<file path="src/design/iae_pkg.sv">
`default_nettype none

package iae_pkg;

  // field widths of one transaction
  localparam int OP_W  = 3;
  localparam int IDX_W = 10;
  localparam int VAL_W = 32;
  localparam int POS_W = 10;
  localparam int CNT_W = 11;

  localparam int IN_TDATA_W  = ((OP_W + IDX_W + VAL_W + 7) / 8) * 8;

  // operation codes
  localparam logic [OP_W-1:0] OP_APPEND = 3'd0;
  localparam logic [OP_W-1:0] OP_INSERT = 3'd1;
  localparam logic [OP_W-1:0] OP_SET    = 3'd2;
  localparam logic [OP_W-1:0] OP_GET    = 3'd3;
  localparam logic [OP_W-1:0] OP_REMOVE = 3'd4;
  localparam logic [OP_W-1:0] OP_FIND   = 3'd5;

  // result of one operation, ok in the lowest bit
  typedef struct packed {
    logic [CNT_W-1:0]        count;
    logic [POS_W-1:0]        position;
    logic signed [VAL_W-1:0] data_out;
    logic                    ok;
  } res_t;

  localparam int OUT_TDATA_W = (($bits(res_t) + 7) / 8) * 8;

endpackage

`default_nettype wire

</file>
<file path="src/design/iae_seq.sv">
`default_nettype none

module iae_seq
  import iae_pkg::*;
#(
  parameter int DEPTH = 1024,
  parameter int AW    = 10
) (
  input  wire logic             clk,
  input  wire logic             rst_n,
  input  wire logic             start,
  input  wire logic [OP_W-1:0]  op,
  input  wire logic [IDX_W-1:0] idx,
  input  wire logic [VAL_W-1:0] val,
  output logic                  ready,
  output logic                  res_valid,
  input  wire logic             res_ready,
  output res_t                  res,
  output logic                  mem_wr_en,
  output logic [AW-1:0]         mem_wr_addr,
  output logic [VAL_W-1:0]      mem_wr_data,
  output logic                  mem_rd_en,
  output logic [AW-1:0]         mem_rd_addr,
  input  wire logic [VAL_W-1:0] mem_rd_data
);

  localparam int CW = $clog2(DEPTH + 1);
  localparam int XW = (CW > IDX_W) ? CW : IDX_W;
  localparam logic [CW-1:0] DEPTH_C = CW'(DEPTH);

  localparam logic [2:0] S_IDLE = 3'd0;
  localparam logic [2:0] S_EXEC = 3'd1;
  localparam logic [2:0] S_INS  = 3'd2;
  localparam logic [2:0] S_REM  = 3'd3;
  localparam logic [2:0] S_GET  = 3'd4;
  localparam logic [2:0] S_FIND = 3'd5;
  localparam logic [2:0] S_DONE = 3'd6;

  logic [2:0]        state_r, state_nxt;
  logic [OP_W-1:0]   op_r;
  logic [IDX_W-1:0]  idx_r;
  logic [VAL_W-1:0]  val_r;
  logic [CW-1:0]     fill_r, fill_nxt;
  logic [CW-1:0]     ptr_r, ptr_nxt;
  logic              vld_r, vld_nxt;
  logic              ok_r, ok_nxt;
  logic [VAL_W-1:0]  data_r, data_nxt;
  logic [POS_W-1:0]  pos_r, pos_nxt;

  logic [XW-1:0]     idx_x, fill_x, ptr_x;
  logic [CW-1:0]     idx_c, ptr_inc, ptr_dec, ptr_dec2;
  logic              not_full, idx_held;

  assign idx_x    = XW'(idx_r);
  assign fill_x   = XW'(fill_r);
  assign ptr_x    = XW'(ptr_r);
  assign idx_c    = idx_x[CW-1:0];
  assign ptr_inc  = ptr_r + CW'(1);
  assign ptr_dec  = ptr_r - CW'(1);
  assign ptr_dec2 = ptr_r - CW'(2);
  assign not_full = (fill_r < DEPTH_C);
  assign idx_held = (idx_x < fill_x);

  assign ready        = (state_r == S_IDLE);
  assign res_valid    = (state_r == S_DONE);
  assign res.ok       = ok_r;
  assign res.data_out = data_r;
  assign res.position = pos_r;
  assign res.count    = CNT_W'(fill_r);

  always_comb begin
    state_nxt   = state_r;
    fill_nxt    = fill_r;
    ptr_nxt     = ptr_r;
    vld_nxt     = 1'b0;
    ok_nxt      = ok_r;
    data_nxt    = data_r;
    pos_nxt     = pos_r;
    mem_wr_en   = 1'b0;
    mem_wr_addr = fill_r[AW-1:0];
    mem_wr_data = val_r;
    mem_rd_en   = 1'b0;
    mem_rd_addr = ptr_r[AW-1:0];

    case (state_r)
      S_IDLE: begin
        if (start) begin
          state_nxt = S_EXEC;
        end
      end

      S_EXEC: begin
        ok_nxt    = 1'b0;
        data_nxt  = '0;
        pos_nxt   = '0;
        state_nxt = S_DONE;
        case (op_r)
          OP_APPEND: begin
            if (not_full) begin
              mem_wr_en = 1'b1;
              fill_nxt  = fill_r + CW'(1);
              ok_nxt    = 1'b1;
            end
          end
          OP_INSERT: begin
            if (not_full && (idx_x <= fill_x)) begin
              ptr_nxt   = fill_r;
              state_nxt = S_INS;
            end
          end
          OP_SET: begin
            if (idx_held) begin
              mem_wr_en   = 1'b1;
              mem_wr_addr = idx_c[AW-1:0];
              ok_nxt      = 1'b1;
            end
          end
          OP_GET: begin
            if (idx_held) begin
              mem_rd_en   = 1'b1;
              mem_rd_addr = idx_c[AW-1:0];
              state_nxt   = S_GET;
            end
          end
          OP_REMOVE: begin
            if (idx_held) begin
              ptr_nxt   = idx_c;
              state_nxt = S_REM;
            end
          end
          OP_FIND: begin
            ptr_nxt   = '0;
            state_nxt = S_FIND;
          end
          default: begin
          end
        endcase
      end

      // walk down from the top, moving each word one place up
      S_INS: begin
        if (vld_r) begin
          mem_wr_en   = 1'b1;
          mem_wr_addr = ptr_inc[AW-1:0];
          mem_wr_data = mem_rd_data;
        end
        if (ptr_x > idx_x) begin
          mem_rd_en   = 1'b1;
          mem_rd_addr = ptr_dec[AW-1:0];
          ptr_nxt     = ptr_dec;
          vld_nxt     = 1'b1;
        end else if (!vld_r) begin
          mem_wr_en   = 1'b1;
          mem_wr_addr = idx_c[AW-1:0];
          mem_wr_data = val_r;
          fill_nxt    = fill_r + CW'(1);
          ok_nxt      = 1'b1;
          state_nxt   = S_DONE;
        end
      end

      // first word read is the one taken out, the rest move one place down
      S_REM: begin
        if (vld_r) begin
          if (ptr_dec == idx_c) begin
            data_nxt = mem_rd_data;
          end else begin
            mem_wr_en   = 1'b1;
            mem_wr_addr = ptr_dec2[AW-1:0];
            mem_wr_data = mem_rd_data;
          end
        end
        if (ptr_r < fill_r) begin
          mem_rd_en = 1'b1;
          ptr_nxt   = ptr_inc;
          vld_nxt   = 1'b1;
        end else if (!vld_r) begin
          fill_nxt  = fill_r - CW'(1);
          ok_nxt    = 1'b1;
          state_nxt = S_DONE;
        end
      end

      S_GET: begin
        data_nxt  = mem_rd_data;
        ok_nxt    = 1'b1;
        state_nxt = S_DONE;
      end

      S_FIND: begin
        if (vld_r && (mem_rd_data == val_r)) begin
          ok_nxt    = 1'b1;
          pos_nxt   = POS_W'(ptr_dec);
          state_nxt = S_DONE;
        end else if (ptr_r < fill_r) begin
          mem_rd_en = 1'b1;
          ptr_nxt   = ptr_inc;
          vld_nxt   = 1'b1;
        end else if (!vld_r) begin
          state_nxt = S_DONE;
        end
      end

      S_DONE: begin
        if (res_ready) begin
          state_nxt = S_IDLE;
        end
      end

      default: begin
        state_nxt = S_IDLE;
      end
    endcase
  end

  always_ff @(posedge clk) begin
    if (!rst_n) begin
      state_r <= S_IDLE;
      fill_r  <= '0;
      vld_r   <= 1'b0;
    end else begin
      state_r <= state_nxt;
      fill_r  <= fill_nxt;
      vld_r   <= vld_nxt;
    end
  end

  always_ff @(posedge clk) begin
    if (start && ready) begin
      op_r  <= op;
      idx_r <= idx;
      val_r <= val;
    end
    ptr_r  <= ptr_nxt;
    ok_r   <= ok_nxt;
    data_r <= data_nxt;
    pos_r  <= pos_nxt;
  end

  a_fill_in_range: assert property (@(posedge clk) disable iff (!rst_n)
    fill_r <= DEPTH_C)
    else $error("fill count above capacity");

  a_fill_step: assert property (@(posedge clk) disable iff (!rst_n)
    (fill_r != $past(fill_r)) |->
      (fill_r == $past(fill_r) + CW'(1) || fill_r + CW'(1) == $past(fill_r)))
    else $error("fill count moved by more than one");

  a_no_port_clash: assert property (@(posedge clk) disable iff (!rst_n)
    !(mem_wr_en && mem_rd_en && (mem_wr_addr == mem_rd_addr)))
    else $error("store read and write hit the same entry");

  a_fill_only_on_finish: assert property (@(posedge clk) disable iff (!rst_n)
    (fill_nxt != fill_r) |=> (state_r == S_DONE))
    else $error("fill count changed without finishing the operation");

endmodule

`default_nettype wire

</file>
<file path="config.mk">
export PLATFORM = sky130hd
export DESIGN_NAME = iae_seq
export DESIGN_NICKNAME = d
export VERILOG_FILES = /design/src/design/iae_pkg.sv /design/src/design/iae_seq.sv
export SDC_FILE = /design/constraint.sdc
export NUM_CORES = 1
export LEC_CHECK = 0
export BUFFER_PORTS_ARGS = -buffer_cell sky130_fd_sc_hd__clkbuf_2
export CAP_MARGIN = 25
export CORE_MARGIN = 5
export CORE_UTILIZATION = 59
export CTS_CLUSTER_DIAMETER = 120
export DETAILED_ROUTE_END_ITERATION = 8
export HOLD_SLACK_MARGIN = 0.08
export PLACE_DENSITY = 0.87
export SYNTH_ARGS = -nofsm -noshare
export SYNTH_HDL_FRONTEND = slang
export SYNTH_SLANG_ARGS = --single-unit
</file>
<file path="constraint.sdc">
create_clock -name clk -period 13.9 [get_ports clk]
set_clock_uncertainty 0.15 [all_clocks]
set_input_delay 2.78 -clock clk [delete_from_list [all_inputs] [get_ports clk]]
set_output_delay 2.78 -clock clk [all_outputs]
set_load 0.1 [all_outputs]
</file>
==> metrics.cfg <==
[synth]
yosys_register_bits=114
synth_top_cell_by_area=edfxtp_1
synthCells=806
netlist_top_cells_area=edfxtp_1 (37%), ha_1 (7.2%), xor2_1 (4.8%)
syn_avg_cell_area_um2=9.88
synth_edf_count=99
ys_async_sr_fraction_pct=0
syn_area_um2=7960
synth_fp_nets=934
ys_warn_count=0
synth_top_area_share_pct=37.3
yosys_most_used_dff=edfxtp_1
ys_types=78
synth-seq-area-share_pct=41.1

[sta]
slew_headroom_pct=30.8
fin_crit_sh_pct=59.5
finalHoldViolCount=0
tns_ns=0
max_freq_mhz=121
fin_crit_ns=8.27
report.final.slew_viol_count=0
setup_violations=0
timing_worst_slew_pin_value_ns=1.03
rsz0062_at_grt=no

[final_layout]
layout_common_cells=clkbuf_2 (190), edfxtp_1 (99), nand2_1 (61), nor2b_1 (48), ha_1 (46)
fin_util_pct=72.6
nFillCells=986
final_common_cell=clkbuf_2
final_nets=1103
syn_to_final_growth_pct=20.6
drive_gt1_share_pct=24.4
num_antenna_cells=0

[floorplanning]
initial_core_util_pct=60.1
rows=42
fp.dieArea_um2=15900
fp.dieH_um=126
fp.coreArea_um2=13200
num_io_pins=191
die_w_um=126

[global_routing]
grt_overflow=0
grt_antenna_before_repair=0
grt_first_pass_wirelength_um=41200
grt_pass1_vias=7483
track_usage_pct=32.8
grt_max_degree=39

[clock_tree]
cts_resized=0
clock_latency_ns=0.42
numCtsBuffers=17
ctsHoldBuffers=0
cts.sinks=114
clockBufferDepth=2
cts_tree=done
cts_setup_buffers=0
cts-root-buf=clkbuf_16
h-tree-depth=4
cts.reportedPaths.clkPinSlew_ns=0.05

[critical_path]
cp_cell_sequence=clkbuf_2 -> xor2_1 -> nor4_1 -> nand4_1 -> or3_1 -> nor2b_1 -> or2_2 -> a21boi_1 -> o21ai_0 -> clkbuf_2
path_buf_inv=2
worstSetupStartpointType=primary input
r2r_slack_ns=9.19
worstPathArrival_ns=5.34
cp_max_fo=4
reg2reg_depth=13
crit_family=simple AND/OR/NAND/NOR gates
r2r_start=state_r[1]$_SDFFE_PN0P_
slowest_stage=or3_1
cp_common_cell=clkbuf_2
r2r_end=fill_r[9]$_SDFFE_PN0P_
required_ns=10.97
cp-end-kind=output port
timing_worst_setup_path_type=primary input to output port
critical-path-max-stage-delay_ns=0.46

[routing]
ant_nets=0
avgRoutedWirePerCell_um=22.9
drc=0
drt_iter0_drc=1063
vias=7666
routed_wl_um=26600
dr.pass1.iters=8
avgViaCountPerCell=6.59

[placement]
gp_congestion=0.990
port_buffers=190
dp_hpwl_um=18600

[worst_hold_path]
holdCritStartpoint=fill_r[10]$_SDFFE_PN0P_
holdPathEnd=fill_r[10]$_SDFFE_PN0P_
hold_path_depth=2
hold_path_class=register to register

[run_status]
status=finished, final reports clean

[job]
maxCapViolCount=0

-- area by class of cell --
type	instances	area [µm²]	area share (%)
clock inverters	11	139	1.45
inverters	36	135	1.41
well taps	176	220	2.29
flip-flops and latches	114	3270	34.1
multi-input cells	603	4320	45.0
repair buffers	203	1080	11.3
clock buffers	20	437	4.54
-- worst max path at each step --
stage / end / slack [ns] / startpoint / depth (start not counted)
after global routing: mem_rd_en / 5.53 / mem_rd_data[31] / 10
final: mem_rd_en / 5.63 / mem_rd_data[13] / 10
after global placement: mem_rd_en / 5.81 / mem_rd_data[31] / 10
after floorplan: mem_rd_addr[8] / 5.58 / ptr_r[0]$_DFFE_PP_ / 9
after detailed placement: mem_rd_en / 5.74 / mem_rd_data[13] / 10
after CTS: mem_rd_en / 5.68 / mem_rd_data[13] / 10
-- logic make-up after synthesis --
group,count (synthesis),synth area share (%)
simple gates,248,16.4
compound gates,222,20.2
flops,114,41.1
buf+inv,89,4.82
xor+xnor,69,7.76
fa+ha+maj,48,7.60
mux,16,2.17
-- tightest hold or removal path: cells and delay by family (launching register included) --
kind	cells	cell delay, ns
flip-flops	1	0.38
AND/OR/NAND/NOR	1	0.09
multiplexers	1	0.06
-- cell usage after synthesis (4+ instances only) --
cell and n:
a211oi_1 7, a21o_1 8, a21oi_1 38, a221o_1 6, a22o_1 5, a22oi_1 6, a31oi_1 5, a32o_1 33
and2_1 5, and3_1 8, buf_2 7, buf_6 4, clkbuf_1 36, dfxtp_1 15, edfxtp_1 99, ha_1 46
inv_1 35, mux2i_1 15, nand2_1 61, nand2b_1 6, nand3_1 16, nand4_1 6, nor2_1 38, nor2b_1 48
nor3_1 24, nor4_1 9, o211ai_1 8, o21ai_0 37, o21ai_1 7, o21bai_1 4, o221ai_1 10, o22ai_1 8
o2bb2ai_1 4, or3_1 10, xnor2_1 24, xor2_1 44
-- sequential cells by signal, summed over array words and instances, names as in the netlist --
| signal | count |
|---|---|
| fill_r | 11 |
| idx_r | 10 |
| ok_r | 1 |
| data_r | 32 |
| val_r | 32 |
| op_r | 3 |
| state_r | 3 |
| ptr_r | 11 |
| pos_r | 10 |
| vld_r | 1 |
-- layer usage --
| layer | vias to the layer above | global-route usage (%) | wire, µm |
|---|---|---|---|
| met5 | - | 0 | 0 |
| met4 | 0 | 15.3 | 1210 |
| met3 | 122 | 8.85 | 3160 |
| met2 | 572 | 51.8 | 12400 |
| met1 | 3589 | 42.2 | 9850 |
| li1 | 3383 | - | - |
-- through the flow --
stage	instance area (µm²)	setup slack (ns)	hold slack, ns	std cells
5_1_grt	9610	5.53	0.450	1163
2_1_floorplan	7960	5.58	0.491	806
3_3_place_gp	8980	5.81	0.395	1129
4_1_cts	9570	5.68	0.422	1161
3_5_place_dp	9000	5.74	0.408	1130
6_report	9610	5.63	0.432	1163
Power is left out: the tool's default activity adds up to more than one toggle a clock period on the data nets, which glitch-free logic cannot reach.
